`config.mk`:
```
export PLATFORM = sky130hd
export DESIGN_NAME = odo_fifo
export DESIGN_NICKNAME = d
export VERILOG_FILES = /design/src/rtl/core/odo_fifo.sv
export SDC_FILE = /design/constraint.sdc
export NUM_CORES = 1
export LEC_CHECK = 0
export BUFFER_PORTS_ARGS = -buffer_cell sky130_fd_sc_hd__buf_2
export CORE_MARGIN = 2
export CORE_UTILIZATION = 48
export DETAILED_ROUTE_END_ITERATION = 8
export GPL_TIMING_DRIVEN = 0
export PLACE_DENSITY = 0.78
export SLEW_MARGIN = 5
export SYNTH_ARGS = -nofsm -noshare
export SYNTH_HDL_FRONTEND = slang
export SYNTH_SLANG_ARGS = --single-unit
```
`constraint.sdc`:
```
create_clock -name clock -period 1.9 [get_ports clock]
set_clock_uncertainty 0.15 [all_clocks]
set_input_delay 0.285 -clock clock [delete_from_list [all_inputs] [get_ports clock]]
set_output_delay 0.285 -clock clock [all_outputs]
set_load 0.01 [all_outputs]
```
`src/rtl/core/odo_fifo.sv`:
```
module odo_fifo #(
   parameter int WIDTH = 8,
   parameter int DEPTH = 2
) (
   input  logic             clock,
   input  logic             reset,
   input  logic             wr_en,
   input  logic [WIDTH-1:0] wr_data,
   output logic             full,
   input  logic             rd_en,
   output logic [WIDTH-1:0] rd_data,
   output logic             empty
);
   localparam int PW = (DEPTH > 1) ? $clog2(DEPTH) : 1;
   localparam int CW = $clog2(DEPTH + 1);

   logic [WIDTH-1:0] mem_ff [DEPTH];
   logic [PW-1:0]    wptr_ff, wptr_in, rptr_ff, rptr_in;
   logic [CW-1:0]    count_ff, count_in;
   logic             do_wr, do_rd;

   assign full    = (count_ff == CW'(DEPTH));
   assign empty   = (count_ff == '0);
   assign do_wr   = wr_en && !full;
   assign do_rd   = rd_en && !empty;
   assign rd_data = mem_ff[rptr_ff];

   always_comb begin
      wptr_in  = wptr_ff;
      rptr_in  = rptr_ff;
      count_in = count_ff;
      if (do_wr) begin
         wptr_in = (wptr_ff == PW'(DEPTH - 1)) ? '0 : PW'(wptr_ff + 1'b1);
      end
      if (do_rd) begin
         rptr_in = (rptr_ff == PW'(DEPTH - 1)) ? '0 : PW'(rptr_ff + 1'b1);
      end
      if (do_wr && !do_rd) begin
         count_in = CW'(count_ff + 1'b1);
      end else if (do_rd && !do_wr) begin
         count_in = CW'(count_ff - 1'b1);
      end
   end

   always_ff @(posedge clock) begin
      if (reset) begin
         wptr_ff  <= '0;
         rptr_ff  <= '0;
         count_ff <= '0;
      end else begin
         wptr_ff  <= wptr_in;
         rptr_ff  <= rptr_in;
         count_ff <= count_in;
      end
   end

   always_ff @(posedge clock) begin
      if (do_wr) begin
         mem_ff[wptr_ff] <= wr_data;
      end
   end

endmodule

```
==> run_results.csv <==
group,metric,value,unit
yosys,synth_cell_types,13,
yosys,yosysTopAreaCellShare,0.606,
finish,seq_area,581,µm²
finish,antenna_cells,0,
global_routing,grt_overflow,0,
yosys,avgSynthCellArea,15.9,µm²
run_status,outcome,"completed",
yosys,synth_cells,50,
finish,layout_common_cells,"buf_2, edfxtp_1, mux2_2",
power,vdd_drop_max,0.686,mV
clock_network,post_cts_buffers,0,
clock_network,cts_max_path_buffers,2,
sta,max_slew_margin,0.755,
die,fp.dieH,44.7,µm
global_routing,grt_max_degree,12,
power,seqPwrFrac,0.515,
clock_network,htreeDepth,1,
worst_setup_path,r2r_cells,5,
flow_run,maxCapViolations,0,
worst_setup_path,start_kind,"flip-flop",
sta,clock.fmax,561,MHz
clock_network,clk_latency,290,ps
global_routing,track_usage,0.134,
worst_setup_path,required,1970,ps
drt,dr.first_iter.drc_count,2,
die,design.die.area,1990,µm²
worst_hold_path,worstHoldEndpoint,"mem_ff[1][1]$_DFFE_PP_",
finish,final_util,0.620,
power,p_sw,363,µW
drt,drt_first_pass_iters,4,
sta,fin_crit,1780,ps
power,intPower,854,µW
global_routing,grt_pass1_wl,1.74,mm
drt,wl_per_cell,13.0,µm
worst_hold_path,min_from,"wr_data[1]",
drt,via_per_inst,5.05,
clock_network,numCtsBuffers,3,
finish,nets,89,
die,dieWidth,44.7,µm
sta,min_period_over_period,0.939,
worst_setup_path,r2r_end,"count_ff[1]$_SDFFE_PP0P_",
place,portBuffers,21,
sta,finalHoldViolCount,0,
yosys,synthTopCellsByArea,"edfxtp_1, dfxtp_1, mux2_2",
worst_hold_path,worst_hold_path_type,"in -> reg",
global_routing,antenna_found_initial,0,
sta,tns,0,ps
worst_setup_path,crit_type,"reg -> reg",
sta,rsz0062_at_grt,"false",
worst_hold_path,min_path_cells,1,
clock_network,cts_root_buffer,"clkbuf_4",
place,gp_congestion,0.639,
power,p_sw_frac,0.298,
global_routing,grt_pass1_vias,421,
power,p_leak,0.383,nW
finish,drive_gt1_frac,0.453,
clock_network,hold_buffers,0,
die,ioPinCount,22,
clock_network,cts.clk_slew.worst_paths,110,ps
worst_setup_path,arrival,1850,ps
worst_setup_path,reg2reg_slack,120,ps
yosys,ys_warn_count,0,
power,p_clk_frac,0.164,
die,start_util,0.521,
die,core_region_area,1520,µm²
clock_network,cts_resized,0,
drt,drt-total-wl,1.18,mm
yosys,synth_nets,63,
finish,area_growth,19.1,%
drt,vias,460,
yosys,synth_area_leader_cell,"edfxtp_1",
sta,worst_pin_slew,368,ps
finish,multiInputGateArea,200,µm²
sta,slew_viol_final,0,
drt,drc_errors,0,
drt,final_antenna_net_count,0,
worst_setup_path,end_kind,"flip-flop",
die,fp-row-count,14,
yosys,ys_ff_latch,21,
finish,layout_commonest_cell,"buf_2",
place,dpl.hpwl,902,µm
sta,setup_viol,0,
yosys,ys_seq_area_frac,0.732,
power,p_per_area,1290,nW/µm²
worst_setup_path,reg2reg_from,"count_ff[1]$_SDFFE_PP0P_",
clock_network,cts_tree,"done",
finish,fillCellCount,135,
power,power_frac_comb,0.321,
worst_setup_path,cp_max_fo,5,
clock_network,cts_sinks,21,
yosys,syn-cell-area,793,µm²
cell usage after synthesis:
master	n
ha_1	1
o21ai_0	3
mux2_2	8
nor2b_2	1
xor2_1	3
or3_1	2
and2_1	1
inv_1	2
buf_2	1
edfxtp_1	16
nor2_1	5
a21oi_1	2
dfxtp_1	5
cell families after synthesis:
family                     share of synthesized area
adders and majority gates                     0.0158
AOI/OAI and AO/OA                             0.0315
xor gates and xnor gates                      0.0331
and+or+nand+nor                               0.0584
buffers and inverters                         0.0158
muxes                                          0.114
DFF                                            0.732
state kept, by name, summed over array words and instances (netlist names), named ones only:
name	count
count_ff	2
mem_ff	16
rptr_ff	1
wptr_ff	1
worst max path at each step:
stage                                   from                        to  slack [ps]
CTS                 count_ff[0]$_SDFFE_PP0P_  count_ff[1]$_SDFFE_PP0P_          20
floorplan           count_ff[1]$_SDFFE_PP0P_  count_ff[1]$_SDFFE_PP0P_         260
finish              count_ff[1]$_SDFFE_PP0P_  count_ff[1]$_SDFFE_PP0P_         120
global route        count_ff[1]$_SDFFE_PP0P_  count_ff[1]$_SDFFE_PP0P_          10
global placement    count_ff[0]$_SDFFE_PP0P_  count_ff[1]$_SDFFE_PP0P_         230
detailed placement  count_ff[0]$_SDFFE_PP0P_  count_ff[1]$_SDFFE_PP0P_          50
stage by stage:
step                      power, mW  std cells  instance area [µm²]  hold slack (ps)  setup WS, ps
after floorplan               0.896         50                  793              204           258
after global placement         1.01         87                  918              315           226
after detailed placement       1.03         87                  918              327          54.2
after CTS                      1.23         91                  945             16.1          15.2
after global routing           1.29         91                  945             4.75          12.9
final                          1.22         91                  945             24.2           117
power groups by stage:
stage	logic, mW	registers (mW)	clock network [mW]
after floorplan	0.271	0.625	0
after global placement	0.375	0.630	0
after detailed placement	0.395	0.638	0
after CTS	0.398	0.627	0.209
after global routing	0.435	0.635	0.225
final	0.391	0.627	0.199
per-layer routing:
layer / track usage / part of all wire / wire length, µm
met3: 0.0367 / 0.071 / 84
met4: 0.0909 / 0.0034 / 4
met2: 0.232 / 0.55 / 654
met1: 0.138 / 0.37 / 439
met5: 0 / 0 / 0
final cells by class:
type / count / share of cell area
timing repair buffer: 21 / 0.111
clock buffer: 4 / 0.0278
buffer: 1 / 0.00530
tap: 16 / 0.0212
multi-input combinational: 26 / 0.212
inverter: 2 / 0.00795
sequential: 21 / 0.615
worst max-delay path, stage by stage (launching register included):
cell and delay [ps]:
dfxtp_1 400, nor2b_2 220, nor2_1 70, ha_1 320
or3_1 390, a21oi_1 160
Note: power is estimated with default switching activity, not from simulation.
