**src/rtl/core/odo_pkg.sv**
```systemverilog
package odo_pkg;

   localparam int POSITION_BITS   = 48;
   localparam int CORDIC_ITER_DEF = 16;
   localparam int ATAN_ENTRIES    = 24;

   localparam logic [33:0] CORDIC_GAIN   = 34'd652032874;
   localparam logic [26:0] HEADING_GAIN  = 27'd91746578;
   localparam logic [63:0] POS_HALF      = 64'd64000000000;
   // The position divisor is 2^16 * 1953125. After dropping 16 bits, the
   // rest is a multiply by ceil(2^69 / 1953125) and a shift by 69, which is
   // exact for every numerator below 2^48.
   localparam logic [48:0] POS_RECIP     = 49'd302231454903658;
   // The position quotient always fits in this many bits.
   localparam int          QUOT_BITS     = 26;

   typedef struct packed {
      logic        [62:0] stamp_ns;
      logic signed [15:0] speed;
      logic signed [15:0] turn_rate;
   } req_type;

   typedef struct packed {
      logic        [62:0]              stamp_out;
      logic signed [POSITION_BITS-1:0] pos_x;
      logic signed [POSITION_BITS-1:0] pos_y;
      logic signed [31:0]              heading;
      logic signed [15:0]              quat_z;
      logic signed [15:0]              quat_w;
      logic signed [15:0]              speed_out;
      logic signed [15:0]              turn_rate_out;
   } rsp_type;

   typedef struct packed {
      logic        [62:0] stamp;
      logic signed [15:0] speed;
      logic signed [15:0] turn_rate;
      logic        [31:0] dt;
   } job_type;

   // Arctangent table, 2^32 counts per turn.
   function automatic logic [31:0] atan_entry(input logic [4:0] idx);
      logic [31:0] v;
      case (idx)
         5'd0:  v = 32'd536870912;
         5'd1:  v = 32'd316933406;
         5'd2:  v = 32'd167458907;
         5'd3:  v = 32'd85004756;
         5'd4:  v = 32'd42667331;
         5'd5:  v = 32'd21354465;
         5'd6:  v = 32'd10679838;
         5'd7:  v = 32'd5340245;
         5'd8:  v = 32'd2670163;
         5'd9:  v = 32'd1335087;
         5'd10: v = 32'd667544;
         5'd11: v = 32'd333772;
         5'd12: v = 32'd166886;
         5'd13: v = 32'd83443;
         5'd14: v = 32'd41722;
         5'd15: v = 32'd20861;
         5'd16: v = 32'd10430;
         5'd17: v = 32'd5215;
         5'd18: v = 32'd2608;
         5'd19: v = 32'd1304;
         5'd20: v = 32'd652;
         5'd21: v = 32'd326;
         5'd22: v = 32'd163;
         5'd23: v = 32'd81;
         default: v = 32'd0;
      endcase
      return v;
   endfunction

   // Q2.30 to Q1.15, rounding half away from zero.
   function automatic logic signed [17:0] round15(input logic signed [33:0] v);
      logic [33:0] mag;
      logic [33:0] m;
      mag = v[33] ? 34'(-v) : 34'(v);
      m   = (mag + 34'd16384) >> 15;
      return v[33] ? 18'(-m) : 18'(m);
   endfunction

   function automatic logic signed [15:0] sat16(input logic signed [17:0] v);
      logic signed [15:0] r;
      if (v > 18'sd32767) begin
         r = 16'sh7fff;
      end else if (v < -18'sd32768) begin
         r = 16'sh8000;
      end else begin
         r = 16'(v);
      end
      return r;
   endfunction

endpackage

```
**src/rtl/core/odo_front.sv**
```systemverilog
module odo_front (
   input  logic              clock,
   input  logic              reset,
   input  logic              push,
   input  odo_pkg::req_type  req_data,
   input  logic              job_full,
   output logic              full,
   output logic              job_push,
   output odo_pkg::job_type  job_data
);
   logic [62:0] last_stamp_ff, last_stamp_in;
   logic [62:0] diff;
   logic        accept;
   logic        later;

   assign full   = job_full;
   assign accept = push && !job_full;
   assign later  = (last_stamp_ff != '0) && (req_data.stamp_ns > last_stamp_ff);
   assign diff   = req_data.stamp_ns - last_stamp_ff;

   assign job_push           = accept && later;
   assign job_data.stamp     = req_data.stamp_ns;
   assign job_data.speed     = req_data.speed;
   assign job_data.turn_rate = req_data.turn_rate;
   assign job_data.dt        = (diff[62:32] != '0) ? 32'hffff_ffff : diff[31:0];

   // Every accepted request updates the stamp, even one that yields no pose.
   assign last_stamp_in = accept ? req_data.stamp_ns : last_stamp_ff;

   always_ff @(posedge clock) begin
      if (reset) begin
         last_stamp_ff <= '0;
      end else begin
         last_stamp_ff <= last_stamp_in;
      end
   end

endmodule

```
**config.mk**
```make
export PLATFORM = sky130hd
export DESIGN_NAME = odo_front
export DESIGN_NICKNAME = d
export VERILOG_FILES = /design/src/rtl/core/odo_pkg.sv /design/src/rtl/core/odo_front.sv
export SDC_FILE = /design/constraint.sdc
export NUM_CORES = 1
export LEC_CHECK = 0
export ABC_AREA = 1
export BUFFER_PORTS_ARGS = -buffer_cell sky130_fd_sc_hd__buf_2
export CAP_MARGIN = 20
export CORE_ASPECT_RATIO = 0.6
export CORE_MARGIN = 2
export CORE_UTILIZATION = 49
export CTS_CLUSTER_DIAMETER = 120
export DETAILED_ROUTE_END_ITERATION = 6
export GPL_TIMING_DRIVEN = 0
export PLACE_DENSITY = 0.8
export SKIP_CTS_REPAIR_TIMING = 1
export SYNTH_ARGS = -nofsm -noshare
export SYNTH_HDL_FRONTEND = slang
export SYNTH_SLANG_ARGS = --single-unit
```
**constraint.sdc**
```tcl
create_clock -name clock -period 2.6 [get_ports clock]
set_clock_uncertainty 0.1 [all_clocks]
set_input_delay 0.26 -clock clock [delete_from_list [all_inputs] [get_ports clock]]
set_output_delay 0.26 -clock clock [all_outputs]
set_load 0.05 [all_outputs]
```
==> results of run 1 <==
## per-stage QoR
step,setup TNS [ps],cell area [µm²]
floorplan,-4813,9842
global placement,-34010,11120
detailed placement,-34570,11120
CTS,-47380,11410
global route,-34600,14370
finish,-31160,14370
## worst max-delay path, cell delays in order, from the launching register on
cell and delay, ps:
dfxtp_2 340, inv_2 50, ha_4 280, nand2_1 60
nand2_1 90, inv_1 60, nand2_2 120, nand2_1 80
nand2_2 120, nand2_1 80, nand2_2 100, nand2_2 70
nand2_4 80, nand2_2 90, nand2_2 90, nand2_1 50
nand2_1 60, nand2_1 60, nor2_1 120, nand2_1 110
nor2_4 110, buf_12 180, clkbuf_16 190, nand3_4 80
buf_8 160
## Yosys cell counts (5+ instances only)
cell,count
buf_4,98
ha_1,63
nor2_1,151
o21ai_0,12
dfxtp_1,63
nand3_1,68
a21oi_1,54
inv_1,362
nand2_1,569
inv_2,5
o21bai_1,6
nand3b_1,6
xnor2_1,27
a211oi_1,64
nor4_1,18
clkbuf_1,20
nand2_2,10
nor3_1,9
nand4_1,21
nor2_2,23
nand3_2,23
## how the worst max path moves through the flow
stage	endpoint	slack [ps]	depth (start not counted)
after floorplan	job_data[11]	-150	18
after global placement	job_data[23]	-1070	19
after detailed placement	job_data[12]	-1090	21
after CTS	job_data[12]	-1480	19
after global routing	job_data[20]	-1090	24
final	job_data[20]	-990	24
## power by group through the flow
stage                     sequential, µW  combinational, µW  clock (µW)
after floorplan                     1070               1870           0
after global placement              1080               2500           0
after detailed placement            1080               2530           0
after CTS                           1060               2540        1240
after global routing                1080               3660        1280
final                               1070               3440        1230
## cell type report
cell class,instances,area [µm²],area share [%]
clock buffer,10,239.0,1.663
buffer,122,953.4,6.636
timing repair buffer,259,1894,13.19
clock inverter,4,47.55,0.3310
sequential,63,1286,8.953
inverter,369,1388,9.659
tap,246,307.8,2.142
multi-input combinational,1141,8250,57.43
## routing by layer
| metal | wire (µm) | up-vias | global-route usage, % |
|---|---|---|---|
| met5 | 0 | - | 0 |
| met4 | 774 | 0 | 4.731 |
| met3 | 4326 | 77 | 9.560 |
| met2 | 16380 | 572 | 43.90 |
| met1 | 17100 | 5398 | 49.42 |
| li1 | - | 5681 | - |
## kinds of logic after synthesis
| family | count (synthesis) | synth area share (%) |
|---|---|---|
| simple gates | 906 | 41.60 |
| buf+inv | 491 | 23.93 |
| compound gates | 140 | 9.474 |
| fa+ha+maj | 64 | 8.632 |
| flops | 63 | 13.47 |
| xor+xnor | 31 | 2.900 |
==> impl_results.md, run 1 <==
* Hold_ws at slightly above 100 ps
* Combinational share of power at about 60%
* Hpwl dp at approximately 28000 µm
* Biggest registers after layout: last_stamp_ff x63
* Port buffer count at between 150 and 200
* Syn nets at roughly 1.9k
* R2r setup slk at 1680 ps
* Initial antenna violation count at 0
* DRC Markers at 0
* Synth Instances at roughly 1.7k
* Worst-path fanout max at 8
* Highest clock rate at ~280 MHz
* Setup ws final at -993.8 ps
* Clock Power Share at 21.5%
* Crit path from: last_stamp_ff[2]$_SDFFE_PP0P_
* Ys flop type: dfxtp_1
* Most frequent cells in the layout: nand2_1 (427), inv_1 (318), buf_2 (161), buf_4 (150), nand2_2 (108)
* Post-route minimum period at between 3000 and 4000 ps
* Ys Warns at 0
* Vias per cell at approximately 5.3
* P&R area growth vs syn at 53.42%
* Hold_sp: req_data[32]
* ANT nets after route at 0
* Synth top area cells: nand2_1 (23%), inv_1 (15%), dfxtp_1 (13%), ha_1 (8.4%), buf_4 (7.9%)
* Failing checks: setup timing
* Filler Cells Inserted at roughly 1.5k
* Worst slew margin at between 30% and 40%
* R2R cell count at 2
* Lkg Pwr at between 0.007 and 0.008 µW
* CTS tree: done
* Clock root buffer: clkbuf_16
* Hold Fails Final Rpt at 0
* Register area share after synthesis at a little over an eighth
* Largest net degree at the start of global routing at 11
* Synth Cell Area at 9364 µm²
* RD Place Congestion at 0.9792
* Period utilization at 138.2%
* IO Count at 228
* Placed cells at 2135
* DRT Pass-1 Iters at 7
* Hold Path Sink: last_stamp_ff[0]$_SDFFE_PP0P_
* Starting DRC count in detailed routing at 1126
* Max Slew Vio Count at 0
* Syn_area_per_cell at 5.524 µm²
* GR Util All Layers at between 30% and 40%
* TritonCTS buffer count at 9
* Worst skew pair latency at 360 ps
* Rows at 39
* Status: finished, violations left
* Internal power at ~3000 µW
* Initial core utilization at roughly 50%
* # H-tree levels at 3
* RR Endpoint: last_stamp_ff[13]$_SDFFE_PP0P_
* Reg-to-Reg Start: last_stamp_ff[13]$_SDFFE_PP0P_
* Switch share at a little under half
* Worst Hold Class: in2reg
* Worst path required time at 2240 ps
* Number of synthesized flops with an enable pin at 0
* GRT overflow at 0
* Die span in x at around 180 µm
* Psw at between 2000 and 3000 µW
* Critical Path Start Type: flop
* VDD IR max at ~0.44 mV
* Largest area contributor in the netlist: nand2_1
* WL final at roughly 39000 µm
* PwrDens at between 400 and 500 nW/µm²
* RSZ-0062 raised after global routing: true
* Die ar. at ~20000 µm²
* Final setup violation count at 33
* Critical Path AT at around 3200 ps
* Pre-CTS setup slack at -1091 ps
* MaxCap Viol Count at 0
* Yosys reg bits at between 60 and 70
* Wire length per cell at roughly 17 µm
* Hold Path Stages at 3
* Core outline area at 18880 µm²
* Share of cells above drive strength 1 at 42.28%
* Setup crit end kind: primary output
* Post-route insts no fill at 2214
* First-pass GRT wire length at 50630 µm
* Total number of vias at around 12k
* Flop pwr share at a little under a fifth
* Max reg flops at 63
* Pwr Total at 5750 µW
* Final Util at approximately three quarters
* Clock sinks at 63
* Height of the die at 111.1 µm
* Crit Path Class: reg2out
* Vias in the first global route at roughly 9.5k
* Layout net count at roughly 2.1k
* Fraction of registers with async set or reset after synthesis at 0%
* Ant. Diodes at 0
* Worst-Margin Slew at roughly 1000 ps
* Synth top area share at roughly 23%
* Most common cell after layout, fill and taps aside: nand2_1
* Clock transition at the registers of the reported paths at 50 ps
* Unique masters post-synth at 32
* Biggest register: last_stamp_ff
* Max Root-Sink Buffers at 2
(Power assumes the default switching activity.)
==> run 2, diff against run 1 <==
--- a/config.mk
+++ b/config.mk
@@ -16,3 +16,4 @@
 export GPL_TIMING_DRIVEN = 0
-export PLACE_DENSITY = 0.8
+export PLACE_DENSITY = 0.77
+export RECOVER_POWER = 100
 export SKIP_CTS_REPAIR_TIMING = 1
==> constraint.sdc (replaced) <==
create_clock -name clock -period 2.6 [get_ports clock]
set_clock_uncertainty 0.1 [all_clocks]
set_input_delay 0.39 -clock clock [delete_from_list [all_inputs] [get_ports clock]]
set_output_delay 0.39 -clock clock [all_outputs]
set_load 0.05 [all_outputs]
==> impl_results.md, run 2 (synthesized netlist as in run 1, its figures left out) <==
* Layout net count at 2141 (+0.61%)
* Worst Hold Class: in2reg
* Die span in x at 182.5 µm (unchanged)
* Initial core utilization at 49.59% (unchanged)
* Hold_ws at 236.2 ps (+135.5 ps)
* Biggest registers after layout: last_stamp_ff x63
* CP max-delay cell: dfxtp_1
* Worst path required time at 2110 ps (-130 ps)
* Final setup violation count at 33 (unchanged)
* Crit Path Class: reg2out
* Most common cell after layout, fill and taps aside: nand2_1
* Reg-to-Reg Start: last_stamp_ff[18]$_SDFFE_PP0P_
* Most frequent cells in the layout: nand2_1 (390), inv_1 (303), buf_4 (163), nand2_2 (130), clkbuf_1 (119)
* VDD IR max at 0.4354 mV (-2.1%)
* Rows at 39 (unchanged)
* Max Root-Sink Buffers at 2 (unchanged)
* Port buffer count at 194 (unchanged)
* Max Slew Vio Count at 0 (unchanged)
* Placed cells at 2135 (unchanged)
* Pwr Total at 5993 µW (+4.2%)
* CP top delay family: simple AND/OR/NAND/NOR gates
* Clock sinks at 63 (unchanged)
* RD Place Congestion at 0.9837 (+0.46%)
* RSZ-0062 raised after global routing: true
* Period utilization at 143.2% (+5.0 points)
* Lkg Pwr at 0.007184 µW (-1.2%)
* Starting DRC count in detailed routing at 1324 (+18%)
* Post-route insts no fill at 2228 (+0.63%)
* Met3 Resource Use GR at 7.622% (-1.9 points)
* P&R area growth vs syn at 55.01%
* Highest clock rate at 268.5 MHz (-3.5%)
* Largest net degree at the start of global routing at 11 (unchanged)
* Grt met2 use at 41.77% (-2.1 points)
* TritonCTS buffer count at 9 (unchanged)
* ANT nets after route at 0 (unchanged)
* Hpwl dp at 28370 µm (+1.2%)
* Vias in the first global route at 9186 (-3.2%)
* Total number of vias at 11.98k (+2.1%)
* Height of the die at 111.1 µm (unchanged)
* Max reg flops at 63 (unchanged)
* # H-tree levels at 3 (unchanged)
* Worst slew margin at 25.08% (-5.5 points)
* First-pass GRT wire length at 50200 µm (-0.83%)
* Core outline area at 18880 µm² (unchanged)
* Setup ws final at -1124 ps (-130.6 ps)
* Share of cells above drive strength 1 at 40.97% (-1.3 points)
* CP max stage delay at 350 ps (about the same)
* WL final at 39510 µm (+2.4%)
* Filler Cells Inserted at 1440 (-0.76%)
* Ant. Diodes at 0 (unchanged)
* GR peak layer: met1
* Die ar. at 20270 µm² (unchanged)
* DRT Pass-1 Iters at 5 (-2)
* CP cell instances: inv_2 > ha_4 > nand2_1 > nand2_1 > a21oi_1 > nand2_1 > nand2_1 > nand2_1 > inv_1 > nand2_1 > nand2_1 > nand4_1 > nor2_4 > nand2_2 > nor2_4 > buf_8 > clkbuf_16 > nand3_4 > buf_6
* Critical Path AT at 3230 ps (about the same)
* Crit path from: last_stamp_ff[28]$_SDFFE_PP0P_
* Buf/Inv on CP at 5 (unchanged)
* Worst-path fanout max at 5 (-3)
* Hold_sp: req_data[32]
* Most frequent CP cell: nand2_1
* GR Util All Layers at 32.13% (about the same)
* Clock transition at the registers of the reported paths at 50 ps (about the same)
* MaxCap Viol Count at 0 (unchanged)
* Worst skew pair latency at 360 ps (about the same)
* DRC Markers at 0 (unchanged)
* IO Count at 228 (unchanged)
* Initial antenna violation count at 0 (unchanged)
* CTS tree: done
* Vias per cell at 5.376 (+1.5%)
* GRT overflow at 0 (unchanged)
* M1 GR Usage at 51.53% (+2.1 points)
* Clock root buffer: clkbuf_16
* Biggest register: last_stamp_ff
* Post-route minimum period at 3724 ps (+130.6 ps)
* Worst-Margin Slew at 1124 ps (+81.93 ps)
* Wire length per cell at 17.74 µm (+1.8%)
* PwrDens at 412.9 nW/µm² (+3.2%)
* Setup crit end kind: primary output
* Critical Path Start Type: flop
* Status: finished, violations left
* Hold Fails Final Rpt at 0 (unchanged)
* Final Util at 76.86% (+0.79 points)
* Failing checks: setup timing
run 2: layer usage:
layer  up-vias  share of wire (%)  wire length (µm)
li1       5703                  -                 -
met1      5512                 44             17520
met2       686                 42             16430
met3        76                 12              4701
met4         0                2.2               871
met5         -                  0                 0
run 2: path summary, 6_finish.rpt:
kind | to | slack, ps | depth (start not counted)
max | job_data[25] | -1120 | 19
min | last_stamp_ff[0]$_SDFFE_PP0P_ | 240 | 3
max reg2reg | last_stamp_ff[18]$_SDFFE_PP0P_ | 1690 | 2
min reg2reg | last_stamp_ff[2]$_SDFFE_PP0P_ | 400 | 2
run 2: layout make-up:
class / instances / area [µm²] / area share (%)
buffer: 122 / 938.4 / 6.465
clock buffer: 12 / 246.5 / 1.698
clock inverter: 3 / 67.56 / 0.4655
inverter: 369 / 1403 / 9.663
multi-input combinational: 1141 / 8466 / 58.32
sequential: 63 / 1300 / 8.956
tap: 246 / 307.8 / 2.121
timing repair buffer: 272 / 1787 / 12.31
run 2: metrics by stage:
stage                     TNS, ps  instance area (µm²)  setup WS (ps)
after global placement     -47770                11010          -1494
after detailed placement   -47170                11010          -1474
after floorplan            -12800                 9727         -395.5
after global routing       -37660                14520          -1178
after CTS                  -54750                11320          -1698
final                      -35700                14520          -1124
run 2: where the power goes:
part / switching (µW) / total (µW) / leakage, µW / internal (µW)
sequential: 38.2 / 1080 / 0.000531 / 1040
combinational: 2300 / 3560 / 0.00650 / 1270
clock: 496 / 1360 / 0.000149 / 861
total: 2830 / 5990 / 0.00718 / 3160
run 2: worst min-delay path, delay by kind of cell:
kind / cells / cell delay [ps]
buffers and inverters: 2 / 210
AOI/OAI and AO/OA: 1 / 50
